File: src/rtl/mspd_pkg.sv
// ----------------------------------------------------------------------------
// mspd_pkg
// Shared types and codes for the serial reply deframer.
// ----------------------------------------------------------------------------
package mspd_pkg;

    localparam int BYTE_W   = 8;
    localparam int STATUS_W = 3;
    localparam int CFG_IDX_W = 3;

    // register indexes of the configuration port
    localparam logic [CFG_IDX_W-1:0] REG_SYNC_FIRST  = 3'd0;
    localparam logic [CFG_IDX_W-1:0] REG_SYNC_SECOND = 3'd1;
    localparam logic [CFG_IDX_W-1:0] REG_REPLY_DIR   = 3'd2;
    localparam logic [CFG_IDX_W-1:0] REG_EXP_CMD     = 3'd3;
    localparam logic [CFG_IDX_W-1:0] REG_MAX_PAYLOAD = 3'd4;

    // register reset values
    localparam logic [BYTE_W-1:0] SYNC_FIRST_RST  = 8'd36;
    localparam logic [BYTE_W-1:0] SYNC_SECOND_RST = 8'd77;
    localparam logic [BYTE_W-1:0] REPLY_DIR_RST   = 8'd62;
    localparam logic [BYTE_W-1:0] EXP_CMD_RST     = 8'd0;
    localparam logic [BYTE_W-1:0] MAX_PAYLOAD_RST = 8'd255;

    typedef enum logic [STATUS_W-1:0] {
        ST_OK    = 3'd0,
        ST_CSUM  = 3'd1,
        ST_DIR   = 3'd2,
        ST_CMD   = 3'd3,
        ST_SIZE  = 3'd4
    } status_t;

    typedef struct packed {
        logic [BYTE_W-1:0] sync_first;
        logic [BYTE_W-1:0] sync_second;
        logic [BYTE_W-1:0] reply_direction;
        logic [BYTE_W-1:0] expected_command;
        logic [BYTE_W-1:0] max_payload;
    } cfg_t;

    typedef struct packed {
        logic              valid;
        logic [BYTE_W-1:0] payload_byte;
        logic [BYTE_W-1:0] payload_index;
        logic              has_byte;
        logic              frame_done;
        status_t           status;
        logic [BYTE_W-1:0] frame_size;
    } result_t;

endpackage

File: src/rtl/mspd_fsm.sv
// ----------------------------------------------------------------------------
// mspd_fsm
// Frame phase tracking, checksum accumulation and result forming per byte.
// ----------------------------------------------------------------------------
module mspd_fsm
(
    input  logic                      clk,
    input  logic                      rst_n,
    input  logic                      step,
    input  logic [mspd_pkg::BYTE_W-1:0] rx_byte,
    input  mspd_pkg::cfg_t            cfg,
    output mspd_pkg::result_t         res
);
    import mspd_pkg::*;

    typedef enum logic [2:0] {
        PH_HUNT1   = 3'd0,
        PH_HUNT2   = 3'd1,
        PH_DIR     = 3'd2,
        PH_SIZE    = 3'd3,
        PH_CMD     = 3'd4,
        PH_PAYLOAD = 3'd5,
        PH_CHECK   = 3'd6
    } phase_t;

    phase_t            phase_reg, phase_next;
    logic [BYTE_W-1:0] size_reg, size_next;
    logic [BYTE_W-1:0] seen_reg, seen_next;
    logic [BYTE_W-1:0] xor_reg, xor_next;
    logic [BYTE_W-1:0] seen_inc;

    assign seen_inc = seen_reg + 8'd1;

    always_comb
    begin
        phase_next = phase_reg;
        size_next  = size_reg;
        seen_next  = seen_reg;
        xor_next   = xor_reg;
        res        = '0;
        res.status = ST_OK;
        unique case (phase_reg)
            PH_HUNT2:
            begin
                if (rx_byte == cfg.sync_second)
                    phase_next = PH_DIR;
                else if (rx_byte != cfg.sync_first)
                    phase_next = PH_HUNT1;
            end
            PH_DIR:
            begin
                size_next = '0;
                seen_next = '0;
                xor_next  = '0;
                if (rx_byte != cfg.reply_direction)
                begin
                    phase_next     = PH_HUNT1;
                    res.valid      = 1'b1;
                    res.frame_done = 1'b1;
                    res.status     = ST_DIR;
                end
                else
                    phase_next = PH_SIZE;
            end
            PH_SIZE:
            begin
                size_next = rx_byte;
                xor_next  = rx_byte;
                if (rx_byte > cfg.max_payload)
                begin
                    phase_next     = PH_HUNT1;
                    res.valid      = 1'b1;
                    res.frame_done = 1'b1;
                    res.status     = ST_SIZE;
                    res.frame_size = rx_byte;
                end
                else
                    phase_next = PH_CMD;
            end
            PH_CMD:
            begin
                xor_next  = xor_reg ^ rx_byte;
                seen_next = '0;
                if (rx_byte != cfg.expected_command)
                begin
                    phase_next     = PH_HUNT1;
                    res.valid      = 1'b1;
                    res.frame_done = 1'b1;
                    res.status     = ST_CMD;
                    res.frame_size = size_reg;
                end
                else
                    phase_next = (size_reg == '0) ? PH_CHECK : PH_PAYLOAD;
            end
            PH_PAYLOAD:
            begin
                xor_next  = xor_reg ^ rx_byte;
                seen_next = seen_inc;
                if (seen_inc == size_reg)
                    phase_next = PH_CHECK;
                res.valid         = 1'b1;
                res.payload_byte  = rx_byte;
                res.payload_index = seen_reg;
                res.has_byte      = 1'b1;
                res.frame_size    = size_reg;
            end
            PH_CHECK:
            begin
                phase_next     = PH_HUNT1;
                res.valid      = 1'b1;
                res.frame_done = 1'b1;
                res.status     = (rx_byte == xor_reg) ? ST_OK : ST_CSUM;
                res.frame_size = size_reg;
            end
            default:
            begin
                // hunt, also taken by the unused phase code
                phase_next = (rx_byte == cfg.sync_first) ? PH_HUNT2 : PH_HUNT1;
            end
        endcase
    end

    always_ff @(posedge clk or negedge rst_n)
    begin
        if (!rst_n)
        begin
            phase_reg <= PH_HUNT1;
            size_reg  <= '0;
            seen_reg  <= '0;
            xor_reg   <= '0;
        end
        else if (step)
        begin
            phase_reg <= phase_next;
            size_reg  <= size_next;
            seen_reg  <= seen_next;
            xor_reg   <= xor_next;
        end
    end

endmodule

File: src/rtl/msp_reply_deframer_top.sv
// ----------------------------------------------------------------------------
// msp_reply_deframer_top
// Serial reply deframer: preamble hunt, header checks, payload and checksum.
// ----------------------------------------------------------------------------
// output: a result shows in the cycle after its causing byte is taken
// throughput: one byte per cycle unless stalled (single-step phase update)
// the input is stalled only while a result waits in the output register
// and the output side stalls
// reset: phase goes to preamble hunt; registers but out_reg take defaults
module msp_reply_deframer_top
(
    input  logic                          clk,
    input  logic                          rst_n,
    input  logic                          in_valid,
    output logic                          in_stall,
    input  logic [mspd_pkg::BYTE_W-1:0]   rx_byte,
    output logic                          out_valid,
    input  logic                          out_stall,
    output logic [mspd_pkg::BYTE_W-1:0]   payload_byte,
    output logic [mspd_pkg::BYTE_W-1:0]   payload_index,
    output logic                          has_byte,
    output logic                          frame_done,
    output logic [mspd_pkg::STATUS_W-1:0] status,
    output logic [mspd_pkg::BYTE_W-1:0]   frame_size,
    input  logic                          cfg_we,
    input  logic [mspd_pkg::CFG_IDX_W-1:0] cfg_index,
    input  logic [mspd_pkg::BYTE_W-1:0]   cfg_data
);
    import mspd_pkg::*;

    cfg_t    cfg_reg;
    result_t res;
    result_t out_reg;
    logic    out_valid_reg, out_valid_next;
    logic    step;

    assign in_stall = out_valid_reg & out_stall;
    assign step     = in_valid & ~in_stall;

    always_ff @(posedge clk or negedge rst_n)
    begin
        if (!rst_n)
        begin
            cfg_reg.sync_first       <= SYNC_FIRST_RST;
            cfg_reg.sync_second      <= SYNC_SECOND_RST;
            cfg_reg.reply_direction  <= REPLY_DIR_RST;
            cfg_reg.expected_command <= EXP_CMD_RST;
            cfg_reg.max_payload      <= MAX_PAYLOAD_RST;
        end
        else if (cfg_we)
        begin
            unique case (cfg_index)
                REG_SYNC_FIRST:  cfg_reg.sync_first       <= cfg_data;
                REG_SYNC_SECOND: cfg_reg.sync_second      <= cfg_data;
                REG_REPLY_DIR:   cfg_reg.reply_direction  <= cfg_data;
                REG_EXP_CMD:     cfg_reg.expected_command <= cfg_data;
                REG_MAX_PAYLOAD: cfg_reg.max_payload      <= cfg_data;
                default:         ;
            endcase
        end
    end

    mspd_fsm u_fsm
    (
        .clk     (clk),
        .rst_n   (rst_n),
        .step    (step),
        .rx_byte (rx_byte),
        .cfg     (cfg_reg),
        .res     (res)
    );

    always_comb
    begin
        out_valid_next = out_valid_reg & out_stall;
        if (step && res.valid)
            out_valid_next = 1'b1;
    end

    always_ff @(posedge clk or negedge rst_n)
    begin
        if (!rst_n)
            out_valid_reg <= 1'b0;
        else
            out_valid_reg <= out_valid_next;
    end

    // payload holds unless a new item replaces it
    always_ff @(posedge clk)
    begin
        if (step && res.valid)
            out_reg <= res;
    end

    assign out_valid     = out_valid_reg;
    assign payload_byte  = out_reg.payload_byte;
    assign payload_index = out_reg.payload_index;
    assign has_byte      = out_reg.has_byte;
    assign frame_done    = out_reg.frame_done;
    assign status        = out_reg.status;
    assign frame_size    = out_reg.frame_size;

endmodule
File: config.mk
export PLATFORM = sky130hd
export DESIGN_NAME = msp_reply_deframer_top
export DESIGN_NICKNAME = d
export VERILOG_FILES = /design/src/rtl/mspd_pkg.sv /design/src/rtl/mspd_fsm.sv /design/src/rtl/msp_reply_deframer_top.sv
export SDC_FILE = /design/constraint.sdc
export NUM_CORES = 1
export LEC_CHECK = 0
export ABC_AREA = 0
export BUFFER_PORTS_ARGS = -buffer_cell sky130_fd_sc_hd__buf_2
export CAP_MARGIN = 0
export CORE_MARGIN = 2
export CORE_UTILIZATION = 30
export DETAILED_ROUTE_END_ITERATION = 10
export RECOVER_POWER = 50
export SLEW_MARGIN = 20
export SYNTH_ARGS = -nofsm -noshare
export SYNTH_HDL_FRONTEND = slang
export SYNTH_SLANG_ARGS = --single-unit
File: constraint.sdc
create_clock -name clk -period 6.4 [get_ports clk]
set_input_delay 0 -clock clk [delete_from_list [all_inputs] [get_ports clk]]
set_output_delay 0 -clock clk [all_outputs]
set_load 0.02 [all_outputs]
# ---- After elaboration in Yosys (flattened, before gate mapping)
# Cells that the tools add are included.
dict set report totals {
  regBits 97
  out_inout_bits 31
}
dict set report classes {
  n_addsub 1
  order_cmp 1
  n_eq_ne 19
  mux 24
  bitwise_logic 4
  reduce_logical 18
}
# op n
set op_table {}
lappend op_table {{$pmux 8 s3} 2}
lappend op_table {{$eq 8x8->1} 4}
lappend op_table {{$pmux 8 s2} 2}
lappend op_table {{$mux 12} 2}
lappend op_table {{$ne 8x8->1} 3}
lappend op_table {{$pmux 3 s6} 1}
lappend op_table {{$pmux 4 s4} 1}
lappend op_table {{$reduce_and 2->1} 8}
lappend op_table {{$mux 3} 5}
lappend op_table {{$eq 3x2->1 const B} 4}
lappend op_table {{$eq 3x3->1 const B} 4}
lappend op_table {{$add 8x1->8 const B} 1}
lappend op_table {{$gt 8x8->1} 1}
lappend op_table {{$logic_not 8->1} 1}
lappend op_table {{$xor 8x8->8} 1}
lappend op_table {{$mux 1} 7}
lappend op_table {{$eq 3x1->1 const B} 2}
lappend op_table {{$reduce_or 2->1} 3}
lappend op_table {{$mux 2} 2}
lappend op_table {{$mux 4} 1}
lappend op_table {{$pmux 1 s4} 1}
lappend op_table {{$reduce_bool 2->1} 2}
lappend op_table {{$logic_not 3->1} 1}
lappend op_table {{$ne 3x1->1 const B} 1}
lappend op_table {{other kinds (6)} 7}

# ---- Depth between registers and ports, before layout
dict set report logic_depth {
  word_depth 5
  mapped_depth 8
}

# ---- Cells and area by module
# From an unflattened synthesis, not the netlist that was laid out.
dict set report hier_totals {
  hier_cells 464
  area_unflattened_um2 5238.8
}
# module instances cells_per_inst area_per_inst_um2 seq_area_each_um2
set by_module_without_submodules {}
lappend by_module_without_submodules {mspd_fsm 1 341 2761.4 675.6}
lappend by_module_without_submodules {msp_reply_deframer_top 1 123 2477.4 1920.6}

# ---- Worst setup path before layout
# Ideal clock, no wire load.
dict set report synth_timing {
  path_kind {register to register}
  startpoint {reg cfg_reg[3] (netlist name)}
  endpoint {reg out_reg (netlist bit frame_done) (enable)}
  t_arrival_ns 4.194
  required_time_ns 5.912
  setup_slack_ns 1.718
  stages_incl_launch_ff 9
  path_buffers 0
  synth_period_minus_slack_ns 4.682
  path_cell_list {dfstp_2 > inv_1 > ha_1 > nand3_1 > o22ai_1 > o21ai_0 > a21oi_2 > a211oi_2 > nor4_1}
}
dict set report synth_between {
  elab_chain_len 4
}
# item line_no
set synth_rtl {}
lappend synth_rtl {{start: declaration} msp_reply_deframer_top.sv:31} ;# cfg_t cfg_reg;
lappend synth_rtl {{$gt 8x8->1} mspd_fsm.sv:69} ;# if (rx_byte > cfg.max_payload)
lappend synth_rtl {{$mux 1} mspd_fsm.sv:69}
lappend synth_rtl {{$pmux 1 s4} mspd_fsm.sv:42} ;# unique case (phase_reg)
lappend synth_rtl {{$logic_and 1x1->1} msp_reply_deframer_top.sv:91} ;# if (step && res.valid)
lappend synth_rtl {{end signal: assignment} msp_reply_deframer_top.sv:92} ;# out_reg <= res;
lappend synth_rtl {{end: declaration} msp_reply_deframer_top.sv:33} ;# result_t out_reg;
# No other way between the ends.
# A chain may end at the register's enable or synchronous reset.

==> results.cfg <==
[status]
status = complete, but fails checks
violations = max-capacitance violations, max-slew violations

[timing]
slew_headroom = -1.47
fmax_mhz = 274
skew_ns = 0.0140
hold_violations = 0
setup_tns_ns = 0
slew_violations = 69
setup_viol = 0
min_period_ns = 3.64
tightest_slew_ns = 3.71
hold_ws_ns = 0.0661
grt_setup_unrepaired = no
fin_crit_sh = 0.569

[cts]
cts_inserted_buffers = 9
clk_pin_slew_ns = 0.07
htree_levels = 3
cts_buffer_depth = 2
clock_sinks = 97
cts_tree = yes
clkLatencyLatePin_ns = 0.36
clockRootBuffer = clkbuf_16

[worst_setup_path]
critical_path.max_stage_delay_ns = 2.59
crit_type = in2async
critPathMaxFanout = 68
required_ns = 6.00
cp.arrival_ns = 3.25
startpoint_type = primary input
path_cells = dlygate4sd3_1 -> buf_2 -> clkbuf_1
crit_path_top_delay_cell = clkbuf_1
end_kind = async pin

[hold_path]
hold_path.class = in2reg

[detailed_routing]
drt_first_pass_iters = 5
ant_nets = 0
drt_iter0_drc = 210
wl_per_cell_um = 16.4
drt_wl_total_um = 12200
drc = 0
vias_per_cell = 4.98
vias = 3708

[power]
vdd_drop_max_mv = 0.197
p_leak_uw = 0.00239
finalPower_uw = 2080
p_per_area_nw_per_um2 = 350

[grt]
grt_max_degree = 69
grt_pass1_vias = 3514
antenna_found_initial = 0
grt_overflow = 0
grt.total_usage = 0.137
grt_pass1_wl_um = 19200

[placed_design]
portBuffers = 54
hpwlAfterDp_um = 8460
dp_cells = 719
gp_congestion = 0.821

[synthesis]
seq_area_frac_synth = 0.503
synth.largest_area_cell = dfrtp_1
synth_top_area_share = 0.238
syn-num-nets = 505
syn_area_um2 = 5160
synth_edf_count = 29
netlist_instances = 472
synthTopCellsByArea = dfrtp_1 (24%), edfxtp_1 (17%), dfstp_2 (9.7%)
synthArstFlopShare = 0.701
yosys_most_used_dff = dfrtp_1
synth_cell_types = 59
yosys_warnings = 0
syn_area_per_cell_um2 = 10.9
ys_ff_latch = 97

[finish]
largest_register_ffs = 40
drive_gt1_frac = 0.198
antenna_cells = 0
finalNonFillerCells = 745
syn_to_final_growth_pct = 14.8
fill_cells = 1719
fin_nets = 553
final_util = 0.355

[floorplanning]
rows = 47
start_util = 0.309
core-area_um2 = 16700
dieArea_um2 = 18300
fp.dieH_um = 135
die_width_um = 135
num_io_pins = 55

[flow_run]
drv_cap = 1
through the flow:
step,cell area (µm²),worst slack (ns)
floorplan,5160,1.72
global placement,5540,3.27
detailed placement,5540,3.11
CTS,5970,3.09
global route,5930,2.00
finish,5930,2.76
cells in the final DEF, fill, tap and decap left out, types with 11 or more instances in the layout:
master	instances
inv_1	11
o21ai_0	46
nor2_1	17
clkbuf_1	34
nand3_1	13
xor2_1	34
buf_2	23
edfxtp_1	29
xnor2_1	12
nand2_1	53
and3_1	17
a21oi_1	16
dfrtp_1	49
dfstp_2	18
mux2_2	27
worst max-delay path: cells and delay by family:
family	cells	cell delay, ns
buffers and inverters	3	3.19
cells in the mapped netlist (3+ instances only):
master and count:
a211oi_1 5, a21oi_1 16, a22o_1 7, and3_1 17, buf_2 3, buf_4 3
buf_6 5, clkbuf_1 15, clkbuf_8 3, dfrtp_1 49, dfstp_2 19, edfxtp_1 29
ha_1 9, inv_1 11, inv_2 3, mux2_1 6, mux2_2 27, nand2_1 53
nand3_1 13, nand4_1 4, nor2_1 17, nor2b_1 3, nor3_1 9, nor4_1 8
o21ai_0 46, o31ai_1 3, or3_1 4, xnor2_1 12, xor2_1 34
power breakdown:
part           internal, µW  leakage, µW  switching, µW
Sequential              801      0.00109            146
Clock                   382     0.000162            228
Combinational           217      0.00114            303
metal layers:
metal,vias to the layer above,part of all wire,GRT usage
li1,1776,-,-
met1,1813,0.47,0.184
met2,103,0.47,0.219
met3,16,0.050,0.0340
met4,0,0.018,0.0469
met5,-,0,0
cell families after synthesis:
family,Yosys count,share of synthesized area
AO/OA/AOI/OAI,96,0.121
XOR/XNOR,49,0.0875
adder cells (fa/ha/maj),9,0.0218
buffers and inverters,44,0.0487
flip-flops,97,0.503
multiplexers,33,0.0720
AND/OR/NAND/NOR,144,0.146
final timing paths:
path                               startpoint          endpoint  slack (ns)  depth (start not counted)
min reg2reg                        cfg_reg[4]        cfg_reg[4]        0.50                          2
min                                rx_byte[3]  u_fsm.xor_reg[3]        0.07                          3
min in group asynchronous               rst_n       cfg_reg[32]        1.56                          3
max in group clk           u_fsm.phase_reg[0]     frame_size[7]        3.10                          7
max                                     rst_n       cfg_reg[33]        2.76                          3
max reg2reg                u_fsm.phase_reg[0]     frame_size[7]        3.10                          7
layout make-up:
cell class	instances	area, µm²	area share
Tap cell	220	275	0.0465
Timing Repair Buffer	67	350	0.0591
Clock inverter	5	103	0.0173
Multi-Input combinational cell	331	2320	0.391
Clock buffer	11	233	0.0393
Sequential cell	97	2600	0.438
Inverter	14	52.6	0.00887
timing repair:
action,CTS,global route
setup buffers,0,0
hold buffers,10,0
endpoints found under the hold margin,90,0
gates resized for setup,0,0
No activity file was read; power rests on OpenSTA's default activity.
